`src/rtl/nps_pkg.sv`:
```
`default_nettype none
// ---------------------------------------------------------------------------
// nps_pkg
// Shared widths and types for the next-prime search block.
// ---------------------------------------------------------------------------
package nps_pkg;

  localparam int VAL_W  = 32;          // start value and result width
  localparam int CAND_W = VAL_W + 1;   // candidate may step past 2^32-1
  localparam int DVSR_W = 17;          // odd divisors up to 2^16+1
  localparam int SQ_W   = 2 * DVSR_W + 1;
  localparam int CNT_W  = $clog2(VAL_W + 1);

  typedef struct packed {
    logic              go;
    logic [VAL_W-1:0]  dividend;
    logic [DVSR_W-1:0] divisor;
  } nps_mod_req_t;

  typedef struct packed {
    logic              done;
    logic [DVSR_W-1:0] rem;
  } nps_mod_rsp_t;

endpackage
`default_nettype wire

```
`src/rtl/nps_mod_unit.sv`:
```
`default_nettype none
// ---------------------------------------------------------------------------
// nps_mod_unit
// Restoring remainder unit: one dividend bit per cycle, done pulse at end.
// ---------------------------------------------------------------------------
module nps_mod_unit (
  input  wire                        clk,
  input  wire                        rst_n,
  input  wire nps_pkg::nps_mod_req_t req,
  output nps_pkg::nps_mod_rsp_t      rsp
);
  import nps_pkg::*;

  logic              active_r;
  logic              done_r;
  logic [CNT_W-1:0]  cnt_r;
  logic [VAL_W-1:0]  dvd_r;
  logic [DVSR_W-1:0] dvsr_r;
  logic [DVSR_W-1:0] rem_r;
  logic [DVSR_W:0]   shifted;
  logic [DVSR_W:0]   diff;
  logic [DVSR_W-1:0] rem_nxt;

  always_comb begin
    shifted = {rem_r, dvd_r[VAL_W-1]};
    diff    = shifted - {1'b0, dvsr_r};
    if (shifted >= {1'b0, dvsr_r}) begin
      rem_nxt = diff[DVSR_W-1:0];
    end else begin
      rem_nxt = shifted[DVSR_W-1:0];
    end
  end

  always_ff @(posedge clk) begin
    if (!rst_n) begin
      active_r <= 1'b0;
      done_r   <= 1'b0;
      cnt_r    <= '0;
    end else begin
      done_r <= 1'b0;
      if (req.go) begin
        active_r <= 1'b1;
        cnt_r    <= CNT_W'(VAL_W);
        dvd_r    <= req.dividend;
        dvsr_r   <= req.divisor;
        rem_r    <= '0;
      end else if (active_r) begin
        rem_r <= rem_nxt;
        dvd_r <= {dvd_r[VAL_W-2:0], 1'b0};
        cnt_r <= cnt_r - CNT_W'(1);
        if (cnt_r == CNT_W'(1)) begin
          active_r <= 1'b0;
          done_r   <= 1'b1;
        end
      end
    end
  end

  assign rsp.done = done_r;
  assign rsp.rem  = rem_r;

endmodule
`default_nettype wire

```
`src/rtl/next_prime_search.sv`:
```
`default_nettype none
// ---------------------------------------------------------------------------
// next_prime_search
// Smallest prime not below a start value, by trial division with odd
// divisors while divisor squared does not exceed the candidate.
// ---------------------------------------------------------------------------
// channel   ports                                   handshake
// input     in_start_value                          start & !busy
// result    out_prime_value, out_overflow           out_valid, one cycle
//
// Each divisor tried takes a square compare in S_TEST and then a pass of
// the bit-serial remainder unit in S_DIV, which sets the rate. A 32-bit
// candidate needs up to 32767 divisors; the total depends on the prime gap.
// busy stays high from acceptance to the result; reset is synchronous,
// active low, and returns the sequencer to idle. Results cannot be stalled.
// ---------------------------------------------------------------------------
module next_prime_search #(
  parameter int WIDTH = 32
) (
  input  wire         clk,
  input  wire         rst_n,
  input  wire         start,
  output logic        busy,
  input  wire  [31:0] in_start_value,
  output logic        out_valid,
  output logic [31:0] out_prime_value,
  output logic        out_overflow
);
  import nps_pkg::*;

  localparam int LIM_BITS = (WIDTH < VAL_W) ? WIDTH : VAL_W;
  localparam logic [CAND_W-1:0] LIMIT = (CAND_W'(1) << LIM_BITS) - CAND_W'(1);

  typedef enum logic [1:0] {S_IDLE, S_CHECK, S_TEST, S_DIV} state_t;

  state_t            state_r,  state_nxt;
  logic [CAND_W-1:0] cand_r,   cand_nxt;
  logic [DVSR_W-1:0] div_r,    div_nxt;
  logic [SQ_W-1:0]   sq_r,     sq_nxt;
  logic              vld_r,    vld_nxt;
  logic [VAL_W-1:0]  prime_r,  prime_nxt;
  logic              ovf_r,    ovf_nxt;
  nps_mod_req_t      mreq;
  nps_mod_rsp_t      mrsp;

  nps_mod_unit u_mod (
    .clk  (clk),
    .rst_n(rst_n),
    .req  (mreq),
    .rsp  (mrsp)
  );

  always_comb begin
    state_nxt     = state_r;
    cand_nxt      = cand_r;
    div_nxt       = div_r;
    sq_nxt        = sq_r;
    vld_nxt       = 1'b0;
    prime_nxt     = prime_r;
    ovf_nxt       = ovf_r;
    mreq.go       = 1'b0;
    mreq.dividend = cand_r[VAL_W-1:0];
    mreq.divisor  = div_r;
    case (state_r)
      S_IDLE: begin
        if (start) begin
          if (in_start_value <= 32'd2) begin
            cand_nxt = CAND_W'(2);
          end else begin
            cand_nxt = {1'b0, in_start_value | 32'd1};
          end
          state_nxt = S_CHECK;
        end
      end
      S_CHECK: begin
        if (cand_r == CAND_W'(2)) begin
          vld_nxt   = 1'b1;
          prime_nxt = VAL_W'(2);
          ovf_nxt   = 1'b0;
          state_nxt = S_IDLE;
        end else if (cand_r > LIMIT) begin
          vld_nxt   = 1'b1;
          prime_nxt = '0;
          ovf_nxt   = 1'b1;
          state_nxt = S_IDLE;
        end else begin
          div_nxt   = DVSR_W'(3);
          sq_nxt    = SQ_W'(9);
          state_nxt = S_TEST;
        end
      end
      S_TEST: begin
        if (sq_r > SQ_W'(cand_r)) begin
          vld_nxt   = 1'b1;
          prime_nxt = cand_r[VAL_W-1:0];
          ovf_nxt   = 1'b0;
          state_nxt = S_IDLE;
        end else begin
          mreq.go   = 1'b1;
          state_nxt = S_DIV;
        end
      end
      S_DIV: begin
        if (mrsp.done) begin
          if (mrsp.rem == '0) begin
            cand_nxt  = cand_r + CAND_W'(2);
            state_nxt = S_CHECK;
          end else begin
            // (d+2)^2 = d^2 + 4d + 4
            div_nxt   = div_r + DVSR_W'(2);
            sq_nxt    = sq_r + SQ_W'({div_r, 2'b00}) + SQ_W'(4);
            state_nxt = S_TEST;
          end
        end
      end
      default: state_nxt = S_IDLE;
    endcase
  end

  always_ff @(posedge clk) begin
    if (!rst_n) begin
      state_r <= S_IDLE;
      vld_r   <= 1'b0;
    end else begin
      state_r <= state_nxt;
      vld_r   <= vld_nxt;
    end
    cand_r  <= cand_nxt;
    div_r   <= div_nxt;
    sq_r    <= sq_nxt;
    prime_r <= prime_nxt;
    ovf_r   <= ovf_nxt;
  end

  assign busy            = (state_r != S_IDLE);
  assign out_valid       = vld_r;
  assign out_prime_value = prime_r;
  assign out_overflow    = ovf_r;

endmodule
`default_nettype wire

```
`config.mk`:
```
export PLATFORM = sky130hd
export DESIGN_NAME = next_prime_search
export DESIGN_NICKNAME = d
export VERILOG_FILES = /design/src/rtl/nps_pkg.sv /design/src/rtl/nps_mod_unit.sv /design/src/rtl/next_prime_search.sv
export SDC_FILE = /design/constraint.sdc
export NUM_CORES = 1
export LEC_CHECK = 0
export BUFFER_PORTS_ARGS = -buffer_cell sky130_fd_sc_hd__buf_2
export CELL_PAD_IN_SITES_DETAIL_PLACEMENT = 2
export CELL_PAD_IN_SITES_GLOBAL_PLACEMENT = 2
export CORE_ASPECT_RATIO = 0.6
export CORE_MARGIN = 3
export CORE_UTILIZATION = 37
export DETAILED_ROUTE_END_ITERATION = 7
export GPL_TIMING_DRIVEN = 0
export PLACE_DENSITY = 0.79
export RECOVER_POWER = 50
export SLEW_MARGIN = 40
export SYNTH_ARGS = -nofsm -noshare
export SYNTH_HDL_FRONTEND = slang
export SYNTH_SLANG_ARGS = --single-unit
```
`constraint.sdc`:
```
create_clock -name clk -period 5.5 [get_ports clk]
set_clock_uncertainty 0.05 [all_clocks]
set_input_delay 0.275 -clock clk [delete_from_list [all_inputs] [get_ports clk]]
set_output_delay 0.275 -clock clk [all_outputs]
set_load 0.01 [all_outputs]
```
# == Word-level counts from Yosys, hierarchy flattened ==
# Index checks and enable logic that the tools add are counted.
# word_totals
reg_bits,195
inputBits,35
output_inout_bits,35
# classes
n_addsub,6
magnitude_cmp,4
eq_ne,13
n_mux,46
bitwise,2
reduce_logical,15
# op_table
op,count
two-way mux 32 bit,6
two-way mux 35 bit,4
two-way mux 17 bit,6
two-way mux 33 bit,3
one-hot mux 35 bit (2 select lines),1
one-hot mux 33 bit (2 select lines),1
one-hot mux 32 bit (2 select lines),1
adder 35 x 19 -> 35 bit,1
"adder 35 x 3 -> 35 bit, second input constant",1
greater-than comparator 35 x 33 -> 1 bit,1
one-hot mux 17 bit (2 select lines),1
"adder 33 x 2 -> 33 bit, second input constant",1
"equality test 33 x 2 -> 1 bit, second input constant",1
"greater-than comparator 33 x 32 -> 1 bit, second input constant",1
"less-or-equal comparator 32 x 2 -> 1 bit, second input constant",1
greater-or-equal comparator 18 x 17 -> 1 bit,1
"adder 17 x 2 -> 17 bit, second input constant",1
zero test 17 bit,1
subtractor 17 bit,1
two-way mux 1 bit,12
two-way mux 2 bit,6
two-way mux 6 bit,2
"inequality test 2 bit, second input constant",6
nonzero test 2 bit,5
16 further kinds,21

# == Depth between registers and ports, before layout ==
# depth
depth_word,5
ltp_mapped,12
ltp_nobuf,10

# == Cells and area by module ==
# From an unflattened synthesis, not the netlist that was laid out.
# hier_totals
cells_unflattened,1142
hier_area_um2,11873.9
# by_module_without_submodules
mod,instances,cells_per_inst,area_each_um2,seq_area_each_um2
next_prime_search,1,813,7930.1,3483.3
nps_mod_unit,1,329,3943.8,2142.1

# == Worst setup path after synthesis ==
# OpenSTA, ideal clock, no wires.
# synth_timing
path_type,register -> register
start,reg cand_r[16]
end,"reg ovf_r (netlist: out_overflow), enable pin"
setup_time_ns,0.474
arrival_time_ns,4.564
setup_slack_ns,0.413
path_stages_with_launch,11
path_buffers,2
synth_period_minus_slack_ns,5.087
path_cell_list,edfxtp_1 > inv_1 > ha_1 > nand4_1 > nor4_1 > a221oi_1 > nor4b_2 > o21a_1 > buf_4 > buf_2 > a211oi_1
# synth_between
elab_chain_len,3
word_cells_on_any_way,6
classes_between,order compare (2); eq/ne (3); reduce/logical (1)
# synth_rtl
item,line_no,text
from (decl),next_prime_search.sv:37,"logic [CAND_W-1:0] cand_r, cand_nxt;"
from (signal assigned),next_prime_search.sv:128,cand_r <= cand_nxt;
"greater-than comparator 33 x 32 -> 1 bit, or another cell as far along",next_prime_search.sv:81,end else if (cand_r > LIMIT) begin
inequality test 3 bit (no line) / inequality test 2 bit (equally long branches),-,
AND reduction 3 bit (no line) *,-,
to (signal assigned),next_prime_search.sv:132,ovf_r <= ovf_nxt;
to (decl),next_prime_search.sv:42,"logic ovf_r, ovf_nxt;"
# Every way passes the cells marked *; elsewhere a longest branch is shown, timed or not.
# A chain may end at the register's enable or synchronous reset.

# == Worst setup path in the final report ==
# layout_timing
start,reg cand_r[30]
end,"reg u_mod.rem_r[12], enable pin"
# layout_between
elab_chain_len,5
# layout_rtl
item,line_no,text
greater-than comparator 35 x 33 -> 1 bit,next_prime_search.sv:93,if (sq_r > SQ_W'(cand_r)) begin
two-way mux 1 bit,next_prime_search.sv:93,
two-way mux 1 bit,next_prime_search.sv:64,case (state_r)
nonzero test 2 bit (no line),-,
AND reduction 2 bit (no line),-,
to (signal assigned),nps_mod_unit.sv:48,rem_r <= rem_nxt;
to (decl),nps_mod_unit.sv:19,logic [DVSR_W-1:0] rem_r;
# No other way between the ends.

==> impl_metrics.py <==
metrics = {
    "setup_path": {
        "max_stage_delay_ns": 0.65,
        "end_kind": "flip-flop",
        "crit_fanout": 17,
        "arrival_ns": 4.59,
        "slowest_stage": "nor4b_1",
        "required_ns": 5.62,
        "path_cells": "inv_1, ha_1, a211oi_1, o22ai_1, a211o_1, nor4b_1, o21a_1, buf_4, buf_2, nor2_1, nor2_4, buf_8",
        "setup.worst_path.class": "reg2reg",
        "cp_top_family": "simple AND/OR/NAND/NOR gates",
        "crit_buf_inv": 4,
        "worstSetupStartpointType": "flip-flop",
    },
    "synthesis": {
        "synth_flop_cell": "edfxtp_1",
        "synth_top_area_frac": 0.472,
        "synthTopCellsByArea": "edfxtp_1 (47%), ha_1 (9.8%), xnor2_1 (3.5%)",
        "async_reset_ff_frac": 0,
        "syn-num-nets": 1205,
        "yosys.area.top_type": "edfxtp_1",
        "ys_types": 65,
        "ys_seq_area_frac": 0.492,
        "synth-edff-count": 179,
        "ys_seq_elements": 190,
        "synth.avg_cell_area_um2": 10.5,
        "netlist_area_um2": 11400,
        "ys_warn_count": 0,
        "synthCells": 1079,
    },
    "worst_hold_path": {
        "worstHoldPathType": "in2reg",
    },
    "sta": {
        "fmax_mhz": 224,
        "tns_ns": 0,
        "fin_crit_ns": 4.47,
        "hold_viol_final": 0,
        "relSlewSlack": 0.373,
        "slew_violations": 0,
        "tightest_slew_ns": 0.941,
        "setup-violations-final": 0,
        "timing.final.ws_setup_ns": 1.03,
        "min_period_over_period": 0.813,
        "rsz0062_at_grt": "no",
    },
    "routing": {
        "drcViolationCount": 0,
        "dr_wl_met3_mm": 1.67,
        "top_layer": "met4",
        "vias_per_cell": 5.70,
        "ant_nets": 0,
        "wl_mm": 39.9,
        "route.met2.wl_mm": 17.7,
        "drtPass1Iterations": 5,
        "vias": 9105,
        "wl_per_cell_um": 25.0,
        "drt-initial-drc-count": 745,
        "wl_met1_mm": 19.8,
    },
    "die": {
        "die_area_um2": 33000,
        "core_area_um2": 30100,
        "die_y_um": 142,
        "rows": 49,
        "start_util": 0.378,
        "num_io_pins": 70,
        "chipWidth_um": 232,
    },
    "clock_tree": {
        "cts_root_buf": "clkbuf_16",
        "cts_resized": 0,
        "clockBufferDepth": 2,
        "postCtsHoldBufs": 0,
        "cts_sinks": 190,
        "cts_max_level": 4,
        "cts_setup_buffers": 0,
        "path_clk_slew_ns": 0.08,
        "cts_tree": "yes",
        "insertion_delay_ns": 0.48,
        "cts-buffers-inserted": 17,
    },
    "final_layout": {
        "drive_gt1_frac": 0.107,
        "nNetsFinal": 1301,
        "area_growth_pct": 13.4,
        "nFillCells": 3206,
        "diodes": 0,
    },
    "pwr": {
        "irDropWorstVdd_v": 0.000235,
        "p_per_area_nw_per_um2": 310,
        "p_leak_uw": 0.00486,
        "finalPower_uw": 4000,
    },
    "flow_run": {
        "max-cap-violations": 0,
    },
    "placed_design": {
        "globalplace.congestion": 0.812,
        "dp_slack_ns": 1.33,
        "port_buffers": 69,
        "dpl.hpwl_mm": 30.6,
    },
    "grt": {
        "grt_pass1_wl_mm": 61.2,
        "grt_max_degree": 35,
        "antenna_found_initial": 0,
        "grt.overflow.total": 0,
        "grt_usage": 0.248,
        "grt_pass1_vias": 9787,
    },
    "outcome": {
        "outcome": "complete, no violations",
    },
}
registers in the layout, summed over array words and instances (netlist names):
register,flops
state_r,2
cand_r,33
out_overflow,1
u_mod.cnt_r,6
out_prime_value,32
sq_r,32
u_mod.dvsr_r,16
u_mod.dvd_r,32
out_valid,1
u_mod.rem_r,17
div_r,16
u_mod.active_r,1
u_mod.done_r,1
cell usage after synthesis, types with 2 or more instances:
cell type,number
nand3_1,36
fa_1,2
o21a_1,5
buf_4,3
mux2i_1,14
o21ai_0,54
o31ai_1,11
a31oi_1,7
xor2_1,19
and4_1,6
a31o_2,2
or3_1,9
and2_1,10
nor3_1,20
o221ai_1,4
and3_1,17
a22o_1,4
a21o_1,11
ha_1,89
dfxtp_1,11
a21oi_1,55
nand3b_1,2
buf_6,2
nor2_1,95
o211ai_1,4
xnor2_1,46
clkbuf_1,22
edfxtp_1,179
nor2b_1,5
o2111ai_1,2
a221oi_1,2
a211oi_1,11
o21bai_1,2
nor4b_1,3
inv_1,75
buf_2,8
a211o_1,2
o22ai_1,2
nand4_1,21
or4_1,7
and3_4,3
nand2b_1,19
mux2_2,32
nor4_1,27
nand2_1,99
stage by stage:
stage               utilization  instance area [um2]  hold slack [ns]  instances
finish                    0.429                12900           0.0327       1596
global route              0.429                12900           0.0314       1596
CTS                       0.432                13000           0.0101       1596
detailed placement        0.411                12400            0.451       1564
global placement          0.406                12200            0.431       1556
floorplan                     -                11400            0.348       1079
report_power, final:
group | total (uW) | internal, uW | switching [uW]
clock network | 1360 | 726 | 638
logic | 784 | 272 | 512
registers | 1850 | 1720 | 130
routing by layer:
| layer | vias up | GRT usage |
|---|---|---|
| met5 | - | 0 |
| met4 | 0 | 0.0710 |
| met3 | 41 | 0.0381 |
| met2 | 190 | 0.377 |
| met1 | 4717 | 0.367 |
| li1 | 4157 | - |
logic make-up (layout without fill, tap and decap cells):
group	Yosys count	in the layout	share of synthesized area
compound gates	190	190	0.104
flops	190	190	0.492
buf+inv	112	221	0.0401
fa+ha+maj	91	91	0.101
xor+xnor	65	65	0.0500
simple gates	385	385	0.169
mux	46	46	0.0440
cells in the final DEF, fill, tap and decap left out, types with 5 or more instances in the layout:
| cell type | count |
|---|---|
| edfxtp_1 | 179 |
| nand2_1 | 99 |
| nor2_1 | 94 |
| ha_1 | 89 |
| inv_1 | 75 |
| clkbuf_1 | 61 |
| a21oi_1 | 55 |
| o21ai_0 | 54 |
| xnor2_1 | 46 |
| buf_2 | 42 |
| nand3_1 | 36 |
| mux2_2 | 32 |
| nor4_1 | 27 |
| nand4_1 | 21 |
| nor3_1 | 20 |
| nand2b_1 | 19 |
| xor2_1 | 19 |
| and3_1 | 17 |
| clkbuf_16 | 17 |
| mux2i_1 | 14 |
| a21o_1 | 11 |
| o31ai_1 | 11 |
| dfxtp_1 | 11 |
| a211oi_1 | 10 |
| or3_1 | 9 |
| or4_1 | 7 |
| a31oi_1 | 7 |
| and4_1 | 6 |
| and2_1 | 6 |
| o21a_1 | 5 |
| nor2b_1 | 5 |
path summary, 6_finish.rpt:
path | startpoint | end | slack (ns) | cells past startpoint
max | cand_r[30] | u_mod.rem_r[12] | 1.03 | 12
min | rst_n | out_valid | 0.03 | 3
max reg2reg | cand_r[30] | u_mod.rem_r[12] | 1.03 | 12
min reg2reg | div_r[3] | u_mod.dvsr_r[3] | 0.47 | 0
cell type report:
cell class	instances	area (um2)	area share
Buffer	36	171	0.0133
Clock inverter	14	186	0.0144
Clock buffer	18	429	0.0332
Multi-Input combinational cell	777	5340	0.414
Inverter	76	285	0.0221
Timing Repair Buffer	77	389	0.0301
Sequential cell	190	5600	0.433
Tap cell	408	510	0.0395
worst register-to-register path: stages (launching register included):
cell      delay (ns)
edfxtp_1        0.44
inv_1           0.21
ha_1            0.30
a211oi_1        0.35
o22ai_1         0.16
a211o_1         0.28
nor4b_1         0.65
o21a_1          0.30
buf_4           0.23
buf_2           0.34
nor2_1          0.14
nor2_4          0.44
buf_8           0.27
Power figures use the tool's default switching activity.
